### src/rtl/core/prac_pkg.sv
// Package for the protected region access check core.
// Holds field widths, stream packing offsets, request and status codes and
// the token type passed along the region cell chain. No dependencies.
package prac_pkg;

    localparam int MAX_REGIONS = 16;
    localparam int PAGE_BITS   = 12;
    localparam int ADDR_W      = 48;

    localparam int REQ_W    = 2;
    localparam int BASE_W   = 48;
    localparam int LEN_W    = 48;
    localparam int SLOT_W   = 4;
    localparam int PFN_W    = 36;
    localparam int STATUS_W = 2;

    localparam int REQ_LSB  = 0;
    localparam int BASE_LSB = REQ_LSB + REQ_W;
    localparam int LEN_LSB  = BASE_LSB + BASE_W;
    localparam int SLOT_LSB = LEN_LSB + LEN_W;
    localparam int PFN_LSB  = SLOT_LSB + SLOT_W;
    localparam int IN_BITS  = PFN_LSB + PFN_W;
    localparam int IN_TDATA_W = ((IN_BITS + 7) / 8) * 8;

    localparam int OUT_BITS    = SLOT_W + STATUS_W + 1;
    localparam int OUT_TDATA_W = ((OUT_BITS + 7) / 8) * 8;
    localparam int OUT_PAD_W   = OUT_TDATA_W - OUT_BITS;

    typedef logic [ADDR_W-1:0] t_addr;
    typedef logic [ADDR_W:0]   t_end;
    typedef logic [SLOT_W-1:0] t_slot;

    typedef enum logic [REQ_W-1:0] {
        REQ_ADD    = 2'd0,
        REQ_REMOVE = 2'd1,
        REQ_CHECK  = 2'd2,
        REQ_NONE   = 2'd3
    } t_req;

    typedef enum logic [STATUS_W-1:0] {
        ST_OK     = 2'd0,
        ST_FULL   = 2'd1,
        ST_NOSLOT = 2'd2
    } t_status;

    // Request token handed from cell to cell. For an add, start and stop hold
    // the new region; for a check they hold the access range.
    typedef struct packed {
        logic  vld;
        t_req  req;
        t_addr start;
        t_end  stop;
        t_slot pos;
        t_slot rem;
        logic  gone;
        logic  hit;
        t_slot given;
    } t_tok;

    typedef struct packed {
        t_slot   given;
        t_status status;
        logic    allowed;
    } t_res;

endpackage

### src/rtl/core/prac_cell.sv
// One region slot of the protected region access check chain.
// Holds the slot's valid mark, base and end, and updates the passing token.
// Depends on prac_pkg.
module prac_cell (
    input  logic          i_clk,
    input  logic          i_rst_n,
    input  prac_pkg::t_tok i_tok,
    output prac_pkg::t_tok o_tok
);
    import prac_pkg::*;

    logic  r_valid;
    logic  n_valid;
    t_addr r_base;
    t_end  r_end;
    logic  w_store;
    t_tok  r_tok;
    t_tok  n_tok;

    always_comb begin
        n_valid = r_valid;
        w_store = 1'b0;
        n_tok = i_tok;
        n_tok.pos = i_tok.pos + t_slot'(1);
        n_tok.rem = i_tok.rem - t_slot'(1);
        if (i_tok.vld) begin
            case (i_tok.req)
                REQ_ADD: begin
                    if (!r_valid && !i_tok.hit) begin
                        n_valid = 1'b1;
                        w_store = 1'b1;
                        n_tok.hit = 1'b1;
                        n_tok.given = i_tok.pos;
                    end
                end
                REQ_REMOVE: begin
                    if (!i_tok.gone && i_tok.rem == '0) begin
                        n_tok.gone = 1'b1;
                        if (r_valid) begin
                            n_valid = 1'b0;
                            n_tok.hit = 1'b1;
                        end
                    end
                end
                REQ_CHECK: begin
                    if (r_valid && !(i_tok.stop <= {1'b0, r_base} ||
                                     {1'b0, i_tok.start} >= r_end)) begin
                        n_tok.hit = 1'b1;
                    end
                end
                default: begin
                end
            endcase
        end
    end

    always_ff @(posedge i_clk) begin
        if (!i_rst_n) begin
            r_valid <= 1'b0;
        end else begin
            r_valid <= n_valid;
        end
    end

    always_ff @(posedge i_clk) begin
        if (w_store) begin
            r_base <= i_tok.start;
            r_end  <= i_tok.stop;
        end
    end

    always_ff @(posedge i_clk) begin
        if (!i_rst_n) begin
            r_tok.vld <= 1'b0;
        end else begin
            r_tok <= n_tok;
        end
    end

    assign o_tok = r_tok;

endmodule

### src/rtl/core/protected_region_access_check_core.sv
// Each request is registered at the chain head, then passes every region cell's
// token register in order; the result is registered at the output.
// One request at a time: the next input transfer is taken only after the token
// has walked the chain of region cells one slot per cycle, and no result is held.
// Reset clears every slot's valid mark at once; no clearing pass is needed.
// Top level of the protected region access check; depends on prac_pkg, prac_cell.
module protected_region_access_check_core (
    input  logic                             i_clk,
    input  logic                             i_rst_n,
    input  logic                             i_s_axis_tvalid,
    output logic                             o_s_axis_tready,
    // Fields from bit 0: req_type, region_base, length, slot_index, page_frame.
    input  logic [prac_pkg::IN_TDATA_W-1:0]  i_s_axis_tdata,
    output logic                             o_m_axis_tvalid,
    input  logic                             i_m_axis_tready,
    // Fields from bit 0: given_slot, status, access_allowed.
    output logic [prac_pkg::OUT_TDATA_W-1:0] o_m_axis_tdata
);
    import prac_pkg::*;

    logic  w_in_take;
    logic  w_out_take;
    t_addr w_base;
    t_addr w_len;
    t_addr w_start;
    logic [PFN_W+PAGE_BITS-1:0] w_pfn_addr;
    t_tok  n_tok0;
    t_tok  r_tok0;
    t_tok  w_tok [MAX_REGIONS+1];
    logic [MAX_REGIONS:0] w_vld_vec;
    t_tok  w_tail;
    t_res  w_res;
    logic  r_busy;
    logic  n_busy;
    logic  r_out_vld;
    logic  n_out_vld;
    t_res  r_out;
    t_res  n_out;
    logic  r_hold_vld;
    logic  n_hold_vld;
    t_res  r_hold;
    t_res  n_hold;

    assign o_s_axis_tready = !r_busy && !r_hold_vld;
    assign w_in_take  = i_s_axis_tvalid && o_s_axis_tready;
    assign w_out_take = r_out_vld && i_m_axis_tready;

    assign w_pfn_addr = {i_s_axis_tdata[PFN_LSB +: PFN_W], {PAGE_BITS{1'b0}}};
    assign w_start = t_addr'(w_pfn_addr);
    assign w_base  = t_addr'(i_s_axis_tdata[BASE_LSB +: BASE_W]);
    assign w_len   = t_addr'(i_s_axis_tdata[LEN_LSB +: LEN_W]);

    always_comb begin
        n_tok0.vld   = w_in_take;
        n_tok0.req   = t_req'(i_s_axis_tdata[REQ_LSB +: REQ_W]);
        n_tok0.start = (n_tok0.req == REQ_ADD) ? w_base : w_start;
        n_tok0.stop  = {1'b0, n_tok0.start} + {1'b0, w_len};
        n_tok0.pos   = '0;
        n_tok0.rem   = i_s_axis_tdata[SLOT_LSB +: SLOT_W];
        n_tok0.gone  = 1'b0;
        n_tok0.hit   = 1'b0;
        n_tok0.given = '0;
    end

    always_ff @(posedge i_clk) begin
        if (!i_rst_n) begin
            r_tok0.vld <= 1'b0;
        end else begin
            r_tok0 <= n_tok0;
        end
    end

    assign w_tok[0] = r_tok0;

    for (genvar g = 0; g < MAX_REGIONS; g++) begin : g_cell
        prac_cell u_cell (
            .i_clk   (i_clk),
            .i_rst_n (i_rst_n),
            .i_tok   (w_tok[g]),
            .o_tok   (w_tok[g+1])
        );
    end

    for (genvar g = 0; g <= MAX_REGIONS; g++) begin : g_vld
        assign w_vld_vec[g] = w_tok[g].vld;
    end

    assign w_tail = w_tok[MAX_REGIONS];

    always_comb begin
        w_res.given   = '0;
        w_res.status  = ST_OK;
        w_res.allowed = 1'b0;
        case (w_tail.req)
            REQ_ADD: begin
                if (w_tail.hit) begin
                    w_res.given = w_tail.given;
                end else begin
                    w_res.status = ST_FULL;
                end
            end
            REQ_REMOVE: begin
                if (!w_tail.hit) begin
                    w_res.status = ST_NOSLOT;
                end
            end
            REQ_CHECK: begin
                w_res.allowed = !w_tail.hit;
            end
            default: begin
            end
        endcase
    end

    always_comb begin
        n_busy     = r_busy;
        n_out_vld  = r_out_vld;
        n_out      = r_out;
        n_hold_vld = r_hold_vld;
        n_hold     = r_hold;
        if (w_in_take) begin
            n_busy = 1'b1;
        end
        if (w_out_take) begin
            if (r_hold_vld) begin
                n_out      = r_hold;
                n_hold_vld = 1'b0;
            end else begin
                n_out_vld = 1'b0;
            end
        end
        if (w_tail.vld) begin
            n_busy = 1'b0;
            if (n_out_vld) begin
                n_hold     = w_res;
                n_hold_vld = 1'b1;
            end else begin
                n_out     = w_res;
                n_out_vld = 1'b1;
            end
        end
    end

    always_ff @(posedge i_clk) begin
        if (!i_rst_n) begin
            r_busy     <= 1'b0;
            r_out_vld  <= 1'b0;
            r_hold_vld <= 1'b0;
        end else begin
            r_busy     <= n_busy;
            r_out_vld  <= n_out_vld;
            r_hold_vld <= n_hold_vld;
        end
    end

    always_ff @(posedge i_clk) begin
        r_out  <= n_out;
        r_hold <= n_hold;
    end

    assign o_m_axis_tvalid = r_out_vld;
    assign o_m_axis_tdata  = {{OUT_PAD_W{1'b0}}, r_out.allowed, r_out.status, r_out.given};

    a_one_token: assert property (@(posedge i_clk) disable iff (!i_rst_n)
        $onehot0(w_vld_vec))
        else $error("more than one request token in the cell chain");

    a_tail_busy: assert property (@(posedge i_clk) disable iff (!i_rst_n)
        w_tail.vld |-> r_busy)
        else $error("token left the chain with no request in flight");

    a_accept_enters: assert property (@(posedge i_clk) disable iff (!i_rst_n)
        w_in_take |=> (r_tok0.vld && $countones(w_vld_vec) == 1))
        else $error("accepted request did not enter the chain alone");

    a_hold_behind_out: assert property (@(posedge i_clk) disable iff (!i_rst_n)
        r_hold_vld |-> r_out_vld)
        else $error("held result without a pending output");

endmodule
### config.mk
export PLATFORM = sky130hd
export DESIGN_NAME = protected_region_access_check_core
export DESIGN_NICKNAME = d
export VERILOG_FILES = /design/src/rtl/core/prac_pkg.sv /design/src/rtl/core/prac_cell.sv /design/src/rtl/core/protected_region_access_check_core.sv
export SDC_FILE = /design/constraint.sdc
export NUM_CORES = 2
export LEC_CHECK = 0
export BUFFER_PORTS_ARGS = -buffer_cell sky130_fd_sc_hd__buf_2
export CAP_MARGIN = 20
export CORE_ASPECT_RATIO = 1.5
export CORE_MARGIN = 4
export CORE_UTILIZATION = 53
export CTS_BUF_LIST = sky130_fd_sc_hd__clkbuf_4 sky130_fd_sc_hd__clkbuf_8 sky130_fd_sc_hd__clkbuf_16
export DETAILED_ROUTE_END_ITERATION = 8
export PLACE_DENSITY = 0.79
export SLEW_MARGIN = 0
export SYNTH_ARGS = -nofsm -noshare
export SYNTH_HDL_FRONTEND = slang
export SYNTH_SLANG_ARGS = --single-unit
### constraint.sdc
create_clock -name i_clk -period 26.2 [get_ports i_clk]
set_input_delay 5.24 -clock i_clk [delete_from_list [all_inputs] [get_ports i_clk]]
set_output_delay 5.24 -clock i_clk [all_outputs]
set_load 0.005 [all_outputs]
==> key figures <==
Routing
  – Residual DRC: 0
  – Vias: 75,983
  – First DRT Iteration DRCs: approximately 4,500
  – Final WL: around 280,000 µm
  – Vias per inst: roughly 5.5
  – Drt wl/cell: roughly 20 µm
  – Antenna Nets Post-Route: 0
  – First drt pass iteration count: 5

Synthesis
  – Post-synthesis sequential area ratio: 68.9%
  – Yosys reg bits: roughly 3,300
  – Post-synthesis cell area: ~0.14 mm²
  – Synth Area in Adders: between 10 and 15%
  – Synthesized area per cell: 15.0 µm²
  – Post-Synth Simple-Gate Area: 5.10%
  – XOR/XNOR Fraction of Synth Area: less than 1%
  – Compound-Gate Fraction of Synth Area: slightly below 7%
  – Post-Syn Nets: roughly 11,000
  – Warnings, synthesis: 0
  – EDFF count, synth: roughly 3,300
  – Synth cell types: between 80 and 90
  – Mux cell area share after synthesis: less than 1%
  – Primary FF master, synth: edfxtp_1
  – Syn Inst Count: slightly below 10,000
  – Asr flop ratio synth: 0%
  – Largest family of logic cells by synthesized area: adder cells

Die
  – Chip Width: approximately 430 µm
  – Rows: around 230
  – # IOs: between 150 and 200
  – Initial core utilization: 53.3%
  – Die area: between 0.2 and 0.3 mm²
  – Core Region: around 0.27 mm²
  – DIE HEIGHT: about 650 µm

Run status
  – Status: complete, no violations

Critical path
  – Crit Path Max Fanout: 174
  – Crit path launch: i_rst_n
  – Launch point of the worst reg-to-reg path: g_cell[3].u_cell.o_tok[55]
  – R2R cell count: 9
  – Crit path required time: 26.71 ns
  – Setup Crit Path Kind: input port to flip-flop
  – Reg-to-reg endpoint: g_cell[4].u_cell.o_tok[4]
  – Critical path capture point type: flip-flop
  – WP data arrival: around 10 ns
  – Startpoint Class: input port
  – Reg2reg setup slack: between 20 and 25 ns

Power
  – VDD IR max: ~0.046 mV
  – Power Dens Cells: about 70 mW/mm²
  – P_leak: between 60 and 70 nW

Cells and area
  – Post-route cell area: between 0.15 and 0.2 mm²
  – Nets: roughly 12,000
  – Final core occ: roughly 60%
  – Layout cell share with drive strength beyond 1: between 7 and 8%
  – P&R area growth vs syn: 11.0%

Global routing
  – Vias in the first global route: approximately 80,000
  – First-pass GRT wire length: 429,000 µm
  – Total GRT Usage: around 20%
  – Initial antenna violation count: 2
  – Largest net degree at the start of global routing: 224
  – Global route overflow: 0

Timing
  – Skew final: ~0.028 ns
  – Count of pins over their slew limit: 0
  – Final worst slack: 16.29 ns
  – Final hold viol count: 0
  – Final setup violation count: 0
  – Worst slew margin: between 10% and 20%
  – Final period utilization: a little under two fifths
  – Crit path time final: about 9.9 ns
  – RSZ-0062 raised after global routing: no
  – Actual slew at the worst max-slew pin: 1.27 ns
  – Min Hold Slack: 0.455 ns
  – Fin Setup TNS: 0 ns
  – Fmax: roughly 100 MHz

CTS
  – Setup repair bufs after CTS: 0
  – Cts repair resizes: 0
  – Clock-pin slew on the worst setup and hold paths: ~0.060 ns
  – H-Tree Depth: 5
  – Maximum clock path buffer count: 4
  – Cts hold-fix bufs: 0
  – Root Driver: clkbuf_16
  – CTS tree: yes
  – Sink Count: ~3,300
  – Clk Latency, worst-skew pair: between 0.8 and 0.9 ns
  – TritonCTS Buffers: about 320

Placed design
  – Post-place setup slack: ~15 ns
  – Post-DP HPWL: approximately 200,000 µm
  – GPL Wtd Cong: between 0.8 and 0.9
  – PortBufs: 150
  – Placed cell area: between 0.15 and 0.2 mm²

Min path
  – Hold Crit Class: flip-flop to flip-flop
  – Hold Path Sink: g_cell[15].u_cell.r_base[20]
  – Worst Hold Depth: 0
  – Hold Startpoint: g_cell[14].u_cell.o_tok[83]

Run
  – Max-Cap Viols: 0
[critical path, cell delays in order]
cell and delay [ns]:
buf_12 0.49, buf_12 0.58, buf_12 0.68, buf_4 0.79, buf_4 0.84, buf_4 0.60, buf_16 0.34
[worst max-delay path by stage]
stage / to / slack [ns] / depth (start not counted)
2_1_floorplan: g_cell[4].u_cell.r_base[0] / 15.52 / 2
3_3_place_gp: g_cell[14].u_cell.o_tok[14] / 15.38 / 6
3_5_place_dp: g_cell[14].u_cell.o_tok[15] / 15.27 / 6
4_1_cts: g_cell[14].u_cell.o_tok[65] / 16.17 / 6
5_1_grt: g_cell[14].u_cell.o_tok[65] / 15.98 / 7
6_report: g_cell[14].u_cell.o_tok[65] / 16.29 / 7
[routing by layer]
metal,part of all wire (%),global-route usage [%],vias to the layer above
met5,0,0,-
met4,8.0,13.4,0
met3,3.0,2.42,703
met2,55,38.0,1414
met1,34,18.8,37189
li1,-,-,36677
[layout by cell type, fill, tap and decap left out, types with 150 or more instances in the layout]
cell type / n
a21o_1: 472
a21oi_1: 464
buf_2: 150
clkbuf_16: 332
edfxtp_1: 3289
ha_1: 1613
inv_1: 1633
nand2_1: 177
nand4_1: 299
nor2_1: 220
o21ai_0: 286
[stage by stage]
| step | instances | power, mW |
|---|---|---|
| 2_1_floorplan | 9619 | 6.62 |
| 3_3_place_gp | 13335 | 6.85 |
| 3_5_place_dp | 13336 | 6.89 |
| 4_1_cts | 13912 | 11.3 |
| 5_1_grt | 13923 | 11.6 |
| 6_report | 13923 | 11.2 |
[flip-flops by register name (all words and copies together), names as in the netlist]
register / flops
g_cell.u_cell.o_tok: 1643
g_cell.u_cell.r_end: 784
g_cell.u_cell.r_base: 768
r_tok0: 104
g_cell.u_cell.r_valid: 16
o_m_axis_tdata: 7
r_hold: 7
o_m_axis_tvalid: 1
r_busy: 1
r_hold_vld: 1
[report_power, final]
part / total (mW) / internal (mW) / switching, mW
clock network: 4.44 / 2.54 / 1.90
registers: 6.26 / 6.10 / 0.156
logic: 0.525 / 0.215 / 0.310
total: 11.2 / 8.85 / 2.37
[area by class of cell]
type                    instances  area [µm²]
inverters                    1634        6130
flip-flops and latches       3332       99600
clock inverters               152        1060
clock buffers                 424        9020
diodes                          7        17.5
repair buffers                202        1270
multi-input cells            4632       38900
fillers                     19875      111000
well taps                    3540        4430
[synthesized netlist by cell type, types with 69 or more instances]
cell type / number / share of area (%)
nand2b_1: 80 / 0.35
a21o_1: 472 / 2.5
nor3_1: 80 / 0.28
nor2_1: 234 / 0.61
nand4_1: 299 / 1.3
ha_1: 1613 / 14
inv_1: 1634 / 4.2
nor2b_1: 149 / 0.64
nand2_1: 177 / 0.46
nand3_1: 69 / 0.24
o21ai_0: 286 / 0.99
a21oi_1: 464 / 1.6
edfxtp_1: 3289 / 68
[cell families after synthesis]
| logic type | count (synthesis) |
|---|---|
| AO/OA/AOI/OAI | 1566 |
| XOR/XNOR | 72 |
| adder cells (fa/ha/maj) | 1614 |
| buffers and inverters | 1655 |
| flip-flops | 3332 |
| multiplexers | 47 |
| other | 1 |
| AND/OR/NAND/NOR | 1332 |
No activity file was read; power rests on OpenSTA's default activity.
